## config.mk

```make
export PLATFORM = sky130hd
export DESIGN_NAME = serial_api_exchange_detector_flat
export DESIGN_NICKNAME = d
export VERILOG_FILES = /design/src/hw/rtl/sad_pkg.sv /design/src/hw/rtl/sad_in_if.sv /design/src/hw/rtl/sad_out_if.sv /design/src/hw/rtl/serial_api_exchange_detector.sv /design/src/hw/rtl/sad_front.sv /design/src/hw/rtl/sad_queue.sv /design/src/hw/rtl/sad_deframer.sv /design/src/hw/rtl/sad_back.sv /design/src/flat_wrapper.sv
export SDC_FILE = /design/constraint.sdc
export NUM_CORES = 1
export LEC_CHECK = 0
export BUFFER_PORTS_ARGS = -buffer_cell sky130_fd_sc_hd__buf_2
export CORE_MARGIN = 1.5
export CORE_UTILIZATION = 41
export CTS_BUF_LIST = sky130_fd_sc_hd__clkbuf_8
export DETAILED_ROUTE_END_ITERATION = 10
export SYNTH_ARGS = -nofsm -noshare
export SYNTH_HDL_FRONTEND = slang
export SYNTH_SLANG_ARGS = --single-unit
export TNS_END_PERCENT = 1
```

## constraint.sdc

```tcl
create_clock -name clk -period 5.7 [get_ports clk]
set_input_delay 1.14 -clock clk [delete_from_list [all_inputs] [get_ports clk]]
set_output_delay 1.14 -clock clk [all_outputs]
set_load 0.01 [all_outputs]
```

## src/hw/rtl/sad_pkg.sv

```systemverilog
// Shared types and constants for the serial API exchange detector.
package sad_pkg;

	// Raw codes of the kind field
	localparam logic [2:0] KIND_DEV_BYTE  = 3'd0;
	localparam logic [2:0] KIND_HOST_BYTE = 3'd1;
	localparam logic [2:0] KIND_TIME      = 3'd2;
	localparam logic [2:0] KIND_TAKE_ACK  = 3'd3;
	localparam logic [2:0] KIND_SOFT_RST  = 3'd4;

	// Configuration register indexes
	localparam logic [2:0] CFG_START_BYTE    = 3'd0;
	localparam logic [2:0] CFG_MIN_LENGTH    = 3'd1;
	localparam logic [2:0] CFG_CHECKSUM_SEED = 3'd2;
	localparam logic [2:0] CFG_REQUEST_TYPE  = 3'd3;
	localparam logic [2:0] CFG_RESPONSE_TYPE = 3'd4;
	localparam logic [2:0] CFG_FRAME_TIMEOUT = 3'd5;

	localparam int CFG_INDEX_W = 3;
	localparam int CFG_DATA_W  = 16;

	// Frame event codes
	localparam logic [1:0] EV_NONE = 2'd0;
	localparam logic [1:0] EV_GOOD = 2'd1;
	localparam logic [1:0] EV_BAD  = 2'd2;

	// Reported mode codes
	localparam logic [1:0] MODE_IDLE  = 2'd0;
	localparam logic [1:0] MODE_SAW   = 2'd1;
	localparam logic [1:0] MODE_ARMED = 2'd2;

	// Command classes between front and back
	typedef enum logic [2:0] {
		OP_NONE = 3'd0,
		OP_DEV  = 3'd1,
		OP_HOST = 3'd2,
		OP_TIME = 3'd3,
		OP_TAKE = 3'd4,
		OP_SOFT = 3'd5
	} sad_op_kind_t;

	typedef struct packed {
		sad_op_kind_t op;
		logic [7:0]   data_byte;
		logic [31:0]  now_ms;
	} sad_op_t;

	// Deframer scan phase
	typedef enum logic [4:0] {
		PH_SOF  = 5'b00001,
		PH_LEN  = 5'b00010,
		PH_TYPE = 5'b00100,
		PH_CMD  = 5'b01000,
		PH_BODY = 5'b10000
	} sad_phase_t;

	// Detector mode
	typedef enum logic [2:0] {
		MD_IDLE  = 3'b001,
		MD_SAW   = 3'b010,
		MD_ARMED = 3'b100
	} sad_mode_t;

	typedef struct packed {
		logic [7:0]  start_byte;
		logic [7:0]  min_length;
		logic [7:0]  checksum_seed;
		logic [7:0]  request_type;
		logic [7:0]  response_type;
		logic [15:0] frame_timeout_ms;
	} sad_cfg_t;

	// Controls for one deframer
	typedef struct packed {
		logic        feed;
		logic        expire;
		logic        clear;
		logic [7:0]  data_byte;
		logic [31:0] now_ms;
	} sad_dfr_ctl_t;

	function automatic logic [1:0] mode_code(sad_mode_t m);
		logic [1:0] c;
		case (m)
			MD_SAW:   c = MODE_SAW;
			MD_ARMED: c = MODE_ARMED;
			default:  c = MODE_IDLE;
		endcase
		return c;
	endfunction

endpackage

```

## src/hw/rtl/sad_in_if.sv

```systemverilog
// Input channel: valid/ready with kind, data byte and time stamp.
interface sad_in_if;
	logic        valid;
	logic        ready;
	logic [2:0]  kind;
	logic [7:0]  data_byte;
	logic [31:0] now_ms;

	modport source (output valid, output kind, output data_byte, output now_ms, input ready);
	modport sink   (input valid, input kind, input data_byte, input now_ms, output ready);
endinterface

```

## src/hw/rtl/sad_out_if.sv

```systemverilog
// Result channel: valid/ready with frame event, ack flag and mode.
interface sad_out_if;
	logic       valid;
	logic       ready;
	logic [1:0] frame_event;
	logic       ack_given;
	logic [1:0] mode;

	modport source (output valid, output frame_event, output ack_given, output mode, input ready);
	modport sink   (input valid, input frame_event, input ack_given, input mode, output ready);
endinterface

```

## src/hw/rtl/serial_api_exchange_detector.sv

```systemverilog
// Top level of the serial API exchange detector: config registers, front, queue, back.
//
// Watches both directions of a framed serial link. Items carry a device
// byte, a host byte, a millisecond time stamp, a take-ack request or a soft
// reset; every accepted item returns exactly one result with the fed
// deframer's event, the ack flag and the detector mode after the item.
// Throughput is one item per clock while results are taken: the front
// classifies an item in the cycle it is accepted and writes it into a
// two-entry queue, and the back pops one command a cycle whenever the
// output register is empty or being taken, updating both deframers and
// the detector as it pops. The result register loads when the back pops
// the item, after it was written into the queue; the result then sits in
// the output register, the queue keeps accepting while it waits, and ready
// drops only once both queue entries are occupied. The user is to write
// the configuration registers through cfg_we/cfg_index/cfg_wdata only
// while the block is idle (not enforced); writes to unused indexes are ignored.
module serial_api_exchange_detector #(
	parameter int REJECT_LIMIT = 4   // malformed device frames in a row that disarm, 1..7
) (
	input  logic                              clk,
	input  logic                              arst_n,
	input  logic                              cfg_we,
	input  logic [sad_pkg::CFG_INDEX_W-1:0]   cfg_index,
	input  logic [sad_pkg::CFG_DATA_W-1:0]    cfg_wdata,
	sad_in_if.sink                            link,
	sad_out_if.source                         result
);
	import sad_pkg::*;

	sad_cfg_t cfg_q;
	logic     q_full;
	logic     q_valid;
	logic     push;
	logic     pop;
	sad_op_t  front_op;
	sad_op_t  q_op;

	// configuration registers
	always_ff @(posedge clk or negedge arst_n) begin
		if (!arst_n) begin
			cfg_q.start_byte       <= 8'd1;
			cfg_q.min_length       <= 8'd3;
			cfg_q.checksum_seed    <= 8'd255;
			cfg_q.request_type     <= 8'd0;
			cfg_q.response_type    <= 8'd1;
			cfg_q.frame_timeout_ms <= 16'd1500;
		end else if (cfg_we) begin
			case (cfg_index)
				CFG_START_BYTE:    cfg_q.start_byte       <= cfg_wdata[7:0];
				CFG_MIN_LENGTH:    cfg_q.min_length       <= cfg_wdata[7:0];
				CFG_CHECKSUM_SEED: cfg_q.checksum_seed    <= cfg_wdata[7:0];
				CFG_REQUEST_TYPE:  cfg_q.request_type     <= cfg_wdata[7:0];
				CFG_RESPONSE_TYPE: cfg_q.response_type    <= cfg_wdata[7:0];
				CFG_FRAME_TIMEOUT: cfg_q.frame_timeout_ms <= cfg_wdata;
				default: ;
			endcase
		end
	end

	// front: accept and classify
	sad_front u_front (
		.link   (link),
		.q_full (q_full),
		.push   (push),
		.op     (front_op)
	);

	// decoupling queue
	sad_queue u_queue (
		.clk    (clk),
		.arst_n (arst_n),
		.push   (push),
		.wdata  (front_op),
		.pop    (pop),
		.full   (q_full),
		.valid  (q_valid),
		.rdata  (q_op)
	);

	// back: deframers, detector, result register
	sad_back #(
		.REJECT_LIMIT (REJECT_LIMIT)
	) u_back (
		.clk     (clk),
		.arst_n  (arst_n),
		.cfg     (cfg_q),
		.q_valid (q_valid),
		.q_op    (q_op),
		.pop     (pop),
		.result  (result)
	);
endmodule

```

## src/hw/rtl/sad_front.sv

```systemverilog
// Front end: accepts items and classifies them into commands for the queue.
module sad_front (
	sad_in_if.sink         link,
	input  logic           q_full,
	output logic           push,
	output sad_pkg::sad_op_t op
);
	import sad_pkg::*;

	assign link.ready = !q_full;
	assign push       = link.valid && !q_full;

	always_comb begin
		op.data_byte = link.data_byte;
		op.now_ms    = link.now_ms;
		case (link.kind)
			KIND_DEV_BYTE:  op.op = OP_DEV;
			KIND_HOST_BYTE: op.op = OP_HOST;
			KIND_TIME:      op.op = OP_TIME;
			KIND_TAKE_ACK:  op.op = OP_TAKE;
			KIND_SOFT_RST:  op.op = OP_SOFT;
			default:        op.op = OP_NONE;
		endcase
	end
endmodule

```

## src/hw/rtl/sad_queue.sv

```systemverilog
// Two-entry command queue between front and back.
module sad_queue (
	input  logic             clk,
	input  logic             arst_n,
	input  logic             push,
	input  sad_pkg::sad_op_t wdata,
	input  logic             pop,
	output logic             full,
	output logic             valid,
	output sad_pkg::sad_op_t rdata
);
	import sad_pkg::*;

	sad_op_t    entry_q [2];
	logic       wr_ptr_q;
	logic       rd_ptr_q;
	logic [1:0] count_q;

	assign full  = (count_q == 2'd2);
	assign valid = (count_q != 2'd0);
	assign rdata = entry_q[rd_ptr_q];

	always_ff @(posedge clk) begin
		if (push) begin
			entry_q[wr_ptr_q] <= wdata;
		end
	end

	always_ff @(posedge clk or negedge arst_n) begin
		if (!arst_n) begin
			wr_ptr_q <= 1'b0;
			rd_ptr_q <= 1'b0;
			count_q  <= 2'd0;
		end else begin
			if (push) begin
				wr_ptr_q <= ~wr_ptr_q;
			end
			if (pop) begin
				rd_ptr_q <= ~rd_ptr_q;
			end
			case ({push, pop})
				2'b10:   count_q <= count_q + 2'd1;
				2'b01:   count_q <= count_q - 2'd1;
				default: count_q <= count_q;
			endcase
		end
	end
endmodule

```

## src/hw/rtl/sad_deframer.sv

```systemverilog
// One direction's deframer: start, length, type, command, body, XOR checksum.
module sad_deframer (
	input  logic                  clk,
	input  logic                  arst_n,
	input  sad_pkg::sad_cfg_t     cfg,
	input  sad_pkg::sad_dfr_ctl_t ctl,
	output logic [1:0]            frame_event,
	output logic [7:0]            frm_type,
	output logic [7:0]            frm_cmd
);
	import sad_pkg::*;

	sad_phase_t  phase_q;
	logic [7:0]  left_q;
	logic [7:0]  sum_q;
	logic [7:0]  type_q;
	logic [7:0]  cmd_q;
	logic [31:0] start_q;

	sad_phase_t  phase_d;
	logic [7:0]  left_d;
	logic [7:0]  sum_d;
	logic [7:0]  type_d;
	logic [7:0]  cmd_d;
	logic [31:0] start_d;
	logic [31:0] elapsed;
	logic [7:0]  b;

	assign frm_type = type_q;
	assign frm_cmd  = cmd_q;
	assign b        = ctl.data_byte;
	assign elapsed  = ctl.now_ms - start_q;

	always_comb begin
		phase_d     = phase_q;
		left_d      = left_q;
		sum_d       = sum_q;
		type_d      = type_q;
		cmd_d       = cmd_q;
		start_d     = start_q;
		frame_event = EV_NONE;
		if (ctl.clear) begin
			phase_d = PH_SOF;
			left_d  = 8'd0;
			sum_d   = 8'd0;
			type_d  = 8'd0;
			cmd_d   = 8'd0;
		end else if (ctl.feed) begin
			case (phase_q)
				PH_SOF: begin
					if (b == cfg.start_byte) begin
						phase_d = PH_LEN;
					end
				end
				PH_LEN: begin
					if (b < cfg.min_length) begin
						// short length; a start byte here reopens the frame
						phase_d     = (b == cfg.start_byte) ? PH_LEN : PH_SOF;
						frame_event = EV_BAD;
					end else begin
						left_d  = b;
						sum_d   = cfg.checksum_seed ^ b;
						phase_d = PH_TYPE;
					end
				end
				PH_TYPE: begin
					type_d  = b;
					sum_d   = sum_q ^ b;
					left_d  = left_q - 8'd1;
					phase_d = PH_CMD;
				end
				PH_CMD: begin
					cmd_d   = b;
					sum_d   = sum_q ^ b;
					left_d  = left_q - 8'd1;
					phase_d = PH_BODY;
				end
				PH_BODY: begin
					if (left_q > 8'd1) begin
						sum_d  = sum_q ^ b;
						left_d = left_q - 8'd1;
					end else begin
						phase_d     = PH_SOF;
						frame_event = (b == sum_q) ? EV_GOOD : EV_BAD;
					end
				end
				default: phase_d = PH_SOF;
			endcase
		end else if (ctl.expire) begin
			if (phase_q == PH_SOF) begin
				start_d = ctl.now_ms;
			end else if (elapsed > {16'd0, cfg.frame_timeout_ms}) begin
				phase_d = PH_SOF;
				left_d  = 8'd0;
				sum_d   = 8'd0;
				type_d  = 8'd0;
				cmd_d   = 8'd0;
				start_d = ctl.now_ms;
			end
		end
	end

	always_ff @(posedge clk or negedge arst_n) begin
		if (!arst_n) begin
			phase_q <= PH_SOF;
			left_q  <= 8'd0;
			sum_q   <= 8'd0;
			type_q  <= 8'd0;
			cmd_q   <= 8'd0;
			start_q <= 32'd0;
		end else begin
			phase_q <= phase_d;
			left_q  <= left_d;
			sum_q   <= sum_d;
			type_q  <= type_d;
			cmd_q   <= cmd_d;
			start_q <= start_d;
		end
	end
endmodule

```

## src/hw/rtl/sad_back.sv

```systemverilog
// Back end: runs commands through both deframers and the detector, holds the result.
module sad_back #(
	parameter int REJECT_LIMIT = 4
) (
	input  logic              clk,
	input  logic              arst_n,
	input  sad_pkg::sad_cfg_t cfg,
	input  logic              q_valid,
	input  sad_pkg::sad_op_t  q_op,
	output logic              pop,
	sad_out_if.source         result
);
	import sad_pkg::*;

	sad_mode_t   mode_q;
	logic [7:0]  awaited_q;
	logic        ack_q;
	logic [2:0]  rej_q;
	logic        out_valid_q;
	logic [1:0]  out_event_q;
	logic        out_ack_q;
	logic [1:0]  out_mode_q;

	sad_mode_t    mode_d;
	logic [7:0]   awaited_d;
	logic         ack_d;
	logic [2:0]   rej_d;
	logic [2:0]   rej_inc;
	logic [1:0]   ev;
	logic         given;
	sad_dfr_ctl_t dev_ctl;
	sad_dfr_ctl_t host_ctl;
	logic [1:0]   dev_ev;
	logic [1:0]   host_ev;
	logic [7:0]   dev_type;
	logic [7:0]   dev_cmd;
	logic [7:0]   host_type;
	logic [7:0]   host_cmd;

	assign pop     = q_valid && (!out_valid_q || result.ready);
	assign rej_inc = rej_q + 3'd1;

	sad_deframer u_dev (
		.clk         (clk),
		.arst_n      (arst_n),
		.cfg         (cfg),
		.ctl         (dev_ctl),
		.frame_event (dev_ev),
		.frm_type    (dev_type),
		.frm_cmd     (dev_cmd)
	);

	sad_deframer u_host (
		.clk         (clk),
		.arst_n      (arst_n),
		.cfg         (cfg),
		.ctl         (host_ctl),
		.frame_event (host_ev),
		.frm_type    (host_type),
		.frm_cmd     (host_cmd)
	);

	always_comb begin
		dev_ctl.feed       = pop && (q_op.op == OP_DEV);
		dev_ctl.expire     = pop && (q_op.op == OP_TIME);
		dev_ctl.clear      = pop && (q_op.op == OP_SOFT);
		dev_ctl.data_byte  = q_op.data_byte;
		dev_ctl.now_ms     = q_op.now_ms;
		host_ctl.feed      = pop && (q_op.op == OP_HOST);
		host_ctl.expire    = pop && (q_op.op == OP_TIME);
		host_ctl.clear     = pop && (q_op.op == OP_SOFT);
		host_ctl.data_byte = q_op.data_byte;
		host_ctl.now_ms    = q_op.now_ms;

		mode_d    = mode_q;
		awaited_d = awaited_q;
		ack_d     = ack_q;
		rej_d     = rej_q;
		ev        = EV_NONE;
		given     = 1'b0;

		case (q_op.op)
			OP_DEV: begin
				ev = dev_ev;
				if (dev_ev == EV_GOOD) begin
					if (mode_q == MD_SAW) begin
						if (dev_type == cfg.response_type && dev_cmd == awaited_q) begin
							mode_d        = MD_ARMED;
							host_ctl.clear = pop;
							ack_d         = 1'b1;
							rej_d         = 3'd0;
						end
					end else if (mode_q == MD_ARMED) begin
						ack_d = 1'b1;
						rej_d = 3'd0;
					end
				end else if (dev_ev == EV_BAD && mode_q == MD_ARMED) begin
					if (rej_inc >= 3'(REJECT_LIMIT)) begin
						mode_d = MD_IDLE;
						rej_d  = 3'd0;
						ack_d  = 1'b0;
					end else begin
						rej_d = rej_inc;
					end
				end
			end
			OP_HOST: begin
				ev = host_ev;
				if (host_ev == EV_GOOD && mode_q != MD_ARMED && host_type == cfg.request_type) begin
					awaited_d = host_cmd;
					mode_d    = MD_SAW;
				end
			end
			OP_TAKE: begin
				given = ack_q;
				ack_d = 1'b0;
			end
			OP_SOFT: begin
				mode_d    = MD_IDLE;
				awaited_d = 8'd0;
				ack_d     = 1'b0;
				rej_d     = 3'd0;
			end
			default: ;
		endcase
	end

	always_ff @(posedge clk or negedge arst_n) begin
		if (!arst_n) begin
			mode_q      <= MD_IDLE;
			awaited_q   <= 8'd0;
			ack_q       <= 1'b0;
			rej_q       <= 3'd0;
			out_valid_q <= 1'b0;
		end else begin
			if (pop) begin
				mode_q    <= mode_d;
				awaited_q <= awaited_d;
				ack_q     <= ack_d;
				rej_q     <= rej_d;
			end
			if (pop) begin
				out_valid_q <= 1'b1;
			end else if (result.ready) begin
				out_valid_q <= 1'b0;
			end
		end
	end

	always_ff @(posedge clk) begin
		if (pop) begin
			out_event_q <= ev;
			out_ack_q   <= given;
			out_mode_q  <= mode_code(mode_d);
		end
	end

	assign result.valid       = out_valid_q;
	assign result.frame_event = out_event_q;
	assign result.ack_given   = out_ack_q;
	assign result.mode        = out_mode_q;
endmodule

```

## src/flat_wrapper.sv

```systemverilog
// flat-port wrapper written by rule: the top's interface ports become plain ports
module serial_api_exchange_detector_flat import sad_pkg::*;
#(
	parameter int REJECT_LIMIT = 4                                                        
)
  (clk, arst_n, cfg_we, cfg_index, cfg_wdata, link_valid, link_kind, link_data_byte, link_now_ms, link_ready, result_valid, result_frame_event, result_ack_given, result_mode, result_ready);
  sad_in_if link_i ();
  sad_out_if result_i ();
  input  logic clk;
  input  logic arst_n;
  input  logic cfg_we;
  input  logic [sad_pkg::CFG_INDEX_W-1:0] cfg_index;
  input  logic [sad_pkg::CFG_DATA_W-1:0] cfg_wdata;
  input wire logic [$bits(link_i.valid)-1:0] link_valid;
  input wire logic [$bits(link_i.kind)-1:0] link_kind;
  input wire logic [$bits(link_i.data_byte)-1:0] link_data_byte;
  input wire logic [$bits(link_i.now_ms)-1:0] link_now_ms;
  output wire logic [$bits(link_i.ready)-1:0] link_ready;
  output wire logic [$bits(result_i.valid)-1:0] result_valid;
  output wire logic [$bits(result_i.frame_event)-1:0] result_frame_event;
  output wire logic [$bits(result_i.ack_given)-1:0] result_ack_given;
  output wire logic [$bits(result_i.mode)-1:0] result_mode;
  input wire logic [$bits(result_i.ready)-1:0] result_ready;
  assign link_i.valid = link_valid;
  assign link_i.kind = link_kind;
  assign link_i.data_byte = link_data_byte;
  assign link_i.now_ms = link_now_ms;
  assign link_ready = link_i.ready;
  assign result_valid = result_i.valid;
  assign result_frame_event = result_i.frame_event;
  assign result_ack_given = result_i.ack_given;
  assign result_mode = result_i.mode;
  assign result_i.ready = result_ready;
  serial_api_exchange_detector #(.REJECT_LIMIT(REJECT_LIMIT)) u_core (.clk(clk), .arst_n(arst_n), .cfg_we(cfg_we), .cfg_index(cfg_index), .cfg_wdata(cfg_wdata), .link(link_i), .result(result_i));
endmodule
```

==> reports/metrics.yaml <==
critical_path:
  slowest_stage: "or4_4"
  critPathCaptureType: "register"
  required_ns: 6.22
  r2r_cells: 23
  worst-path-max-fanout: 8
  cpMostUsedCell: "mux2_4"
  crit_type: "reg2reg"
  start_kind: "register"
  crit_chain: "mux2_4, inv_4, ha_4, inv_1, fa_2, a21o_1, a221o_1, a221oi_4, xnor2_1, ha_1, and4_1, nand3_2, a21oi_1, a211oi_1, a31oi_1, or4_4, nor4_4, buf_4, nand4_4, o21ai_4, buf_12, buf_6, mux2_4"
  rr_endpoint: "u_core.u_back.u_dev.start_q[15]"
  cp_slowest_stage_delay_ns: 0.55
  reg2reg_slack_ns: 0.23
  reg2reg_from: "u_core.u_queue.rd_ptr_q"
  crit_arrival_ns: 6.00
pwr:
  pwr_density_cell_nw_per_um2: 647
  leakagePower_nw: 9.41
  irDropWorstVdd_mv: 0.275
synthesis:
  syn_area_per_cell_um2: 10.2
  synth_edf_count: 91
  postSynthNetCount: 2041
  async_reset_ff_share_pct: 70.2
  syn_area_um2: 19000
  ys_seq_area_share_pct: 42.6
  yosys_warnings: 0
  synthDistinctLibCells: 88
  synthCells: 1865
  ys.flop_type: "dfrtp_1"
  ys_seq_elements: 305
drt:
  vias: 15200
  dr.pass1.iters: 5
  initialDrtViolationCount: 1092
  via_per_inst: 5.75
  drt_wl_total_um: 52300
  antenna_left: 0
  drc: 0
  wl_per_cell_um: 19.8
die:
  start_util_pct: 41.8
  fp.coreArea_um2: 45600
  ioPinCount: 74
  die_w_um: 218
  die_area_um2: 47700
  rows: 78
  fp.dieH_um: 218
grt:
  use_met1_pct: 31.5
  gr-usage-met3_pct: 3.54
  grt_max_degree: 85
  first_global_vias: 14900
  grt.busiest_layer: "met2"
  gr-total-overflow: 0
  globalRouteTotalUtil_pct: 21.9
  antenna_found_initial: 2
  grt_pass1_wl_um: 82500
  met2_usage_pct: 34.1
hold_path:
  hp-class: "reg2reg"
  min_from: "u_core.u_back.rej_q[1]"
  hold_depth: 2
  hold_end: "u_core.u_back.rej_q[1]"
finish:
  area_growth_pct: 14.9
  seq_area_um2: 8120
  finalNetCount: 2170
  drive_gt1_share_pct: 22.8
  fin_area_um2: 21900
  multi_input_area_um2: 10300
  nFillCells: 4217
place:
  gp_congestion: 0.898
  io_buffers: 73
  hpwl_um: 37000
  placement.cell_area_um2: 20400
timing:
  finalHoldViolCount: 0
  skew_ns: 0.0343
  setup_viol: 0
  fin_setup_tns_ns: 0
  fin_crit_sh_pct: 96.1
  fmax_mhz: 183
  worstMarginPinSlew_ns: 1.02
  period_needed_ns: 5.47
  maxSlewViolCount: 0
  slew_headroom_pct: 31.6
clocking:
  root_buffer: "clkbuf_8"
  cts_sinks: 305
  cts_max_path_buffers: 3
  numCtsBuffers: 53
  cts_hold_buf: 0
  cts_tree: "built"
  clkTransAtPathRegs_ns: 0.06
  clk_latency_ns: 0.66
  htreeDepth: 2
job:
  max-cap-violations: 0
run_status:
  outcome: "complete, no violations"
## metal layers
metal	share of wire, %	vias up
met5	0	-
met4	1.8	0
met3	5.3	63
met2	45	448
met1	48	7487
li1	-	7177
## where the power goes
part           internal (mW)  switching, mW
sequential              2.91          0.380
clock                   1.10          0.936
combinational           3.74           5.09
## cells by family (layout without fill, tap and decap cells)
| family | after synthesis | after routing | synth area share (%) |
|---|---|---|---|
| AOI/OAI and AO/OA | 492 | 492 | 17.5 |
| xor gates and xnor gates | 91 | 91 | 4.19 |
| adders and majority gates | 109 | 109 | 7.24 |
| buffers and inverters | 198 | 372 | 4.27 |
| DFF | 305 | 305 | 42.6 |
| muxes | 185 | 185 | 11.4 |
| other | 0 | 1 | 0 |
| and+or+nand+nor | 485 | 485 | 12.7 |
## registers in the layout (all words and copies together) (netlist names), 2 cells and up
register and cells:
u_core.u_back.u_dev.frm_type 8, u_core.u_back.u_dev.sum_q 8, u_core.u_back.result.mode 2, u_core.u_queue.entry_q 86, u_core.u_back.result.frame_event 2, u_core.u_back.u_host.frm_cmd 8, u_core.u_back.mode_q 3, u_core.cfg_q 56
u_core.u_queue.count_q 2, u_core.u_back.u_host.left_q 8, u_core.u_back.u_dev.start_q 32, u_core.u_back.u_dev.left_q 8, u_core.u_back.u_dev.phase_q 5, u_core.u_back.rej_q 3, u_core.u_back.u_host.sum_q 8, u_core.u_back.awaited_q 8
u_core.u_back.u_host.frm_type 8, u_core.u_back.u_host.start_q 32, u_core.u_back.u_host.phase_q 5, u_core.u_back.u_dev.frm_cmd 8
## synth_stat cells (all sizes together) (47+ instances only)
| library cell | n | area, um^2 |
|---|---|---|
| o21ai | 107 | 551 |
| dfrtp | 192 | 4800 |
| mux2 | 166 | 1980 |
| edfxtp | 91 | 2730 |
| nor2 | 109 | 409 |
| nand2 | 149 | 559 |
| ha | 107 | 1340 |
| clkbuf | 55 | 206 |
| inv | 130 | 488 |
| xnor2 | 70 | 613 |
| a21oi | 111 | 556 |
| nor3 | 47 | 235 |
## cell type report
type | count | area share [%]
antenna | 1 | 0.0114
tap | 600 | 3.43
multi-input combinational | 1362 | 47.3
inverter | 130 | 2.24
sequential | 305 | 37.1
clock buffer | 63 | 3.96
clock inverter | 37 | 1.02
timing repair buffer | 142 | 4.97
## worst max path at each step
stage | from | end | cells after the start
after global routing | u_core.u_queue.rd_ptr_q | u_core.u_back.u_dev.start_q[11] | 23
after CTS | u_core.u_queue.rd_ptr_q | u_core.u_back.u_dev.start_q[1] | 21
after detailed placement | u_core.u_queue.rd_ptr_q | u_core.u_back.u_host.start_q[0] | 22
after floorplan | u_core.u_queue.rd_ptr_q | u_core.u_back.u_dev.start_q[10] | 24
final | u_core.u_queue.rd_ptr_q | u_core.u_back.u_dev.start_q[15] | 23
after global placement | u_core.u_queue.rd_ptr_q | u_core.u_back.u_dev.start_q[1] | 21
## worst max-delay path: cells and delay by family, from the launching register on
kind	cells	cell delay [ns]
AOI/OAI and AO/OA	7	1.51
and+or+nand+nor	5	1.22
muxes	2	0.64
xor gates and xnor gates	1	0.15
buffers and inverters	5	0.65
DFF	1	0.43
adders and majority gates	3	0.76
## cells in the final DEF (no fill, tap or decap), types with 70 or more instances in the layout
master / synthesis / layout
buf_2: 7 / 72
nand2_1: 149 / 149
ha_1: 107 / 102
dfrtp_1: 192 / 191
xnor2_1: 70 / 70
inv_1: 130 / 150
o21ai_0: 104 / 103
nor2_1: 109 / 108
mux2_2: 136 / 132
edfxtp_1: 91 / 91
a21oi_1: 111 / 108
## stage by stage
stage / std cells / setup WS (ns) / util, % / hold WS, ns / power [mW]
floorplan: 1865 / 0.00857 / - / 0.454 / 9.34
global placement: 2525 / 0.111 / 44.7 / 0.472 / 11.5
detailed placement: 2525 / -0.0646 / 44.7 / 0.480 / 11.6
CTS: 2625 / -0.0182 / 47.1 / 0.493 / 13.8
global route: 2640 / -0.0366 / 48.0 / 0.516 / 15.3
finish: 2640 / 0.225 / 48.0 / 0.489 / 14.2
## timing repair
item,4_1_cts,5_1_grt
pin swaps,0,24
gates resized for setup,1,34
cloned,0,6
setup endpoints to repair,33,118
setup buffers,0,8
Power figures use the tool's default switching activity.
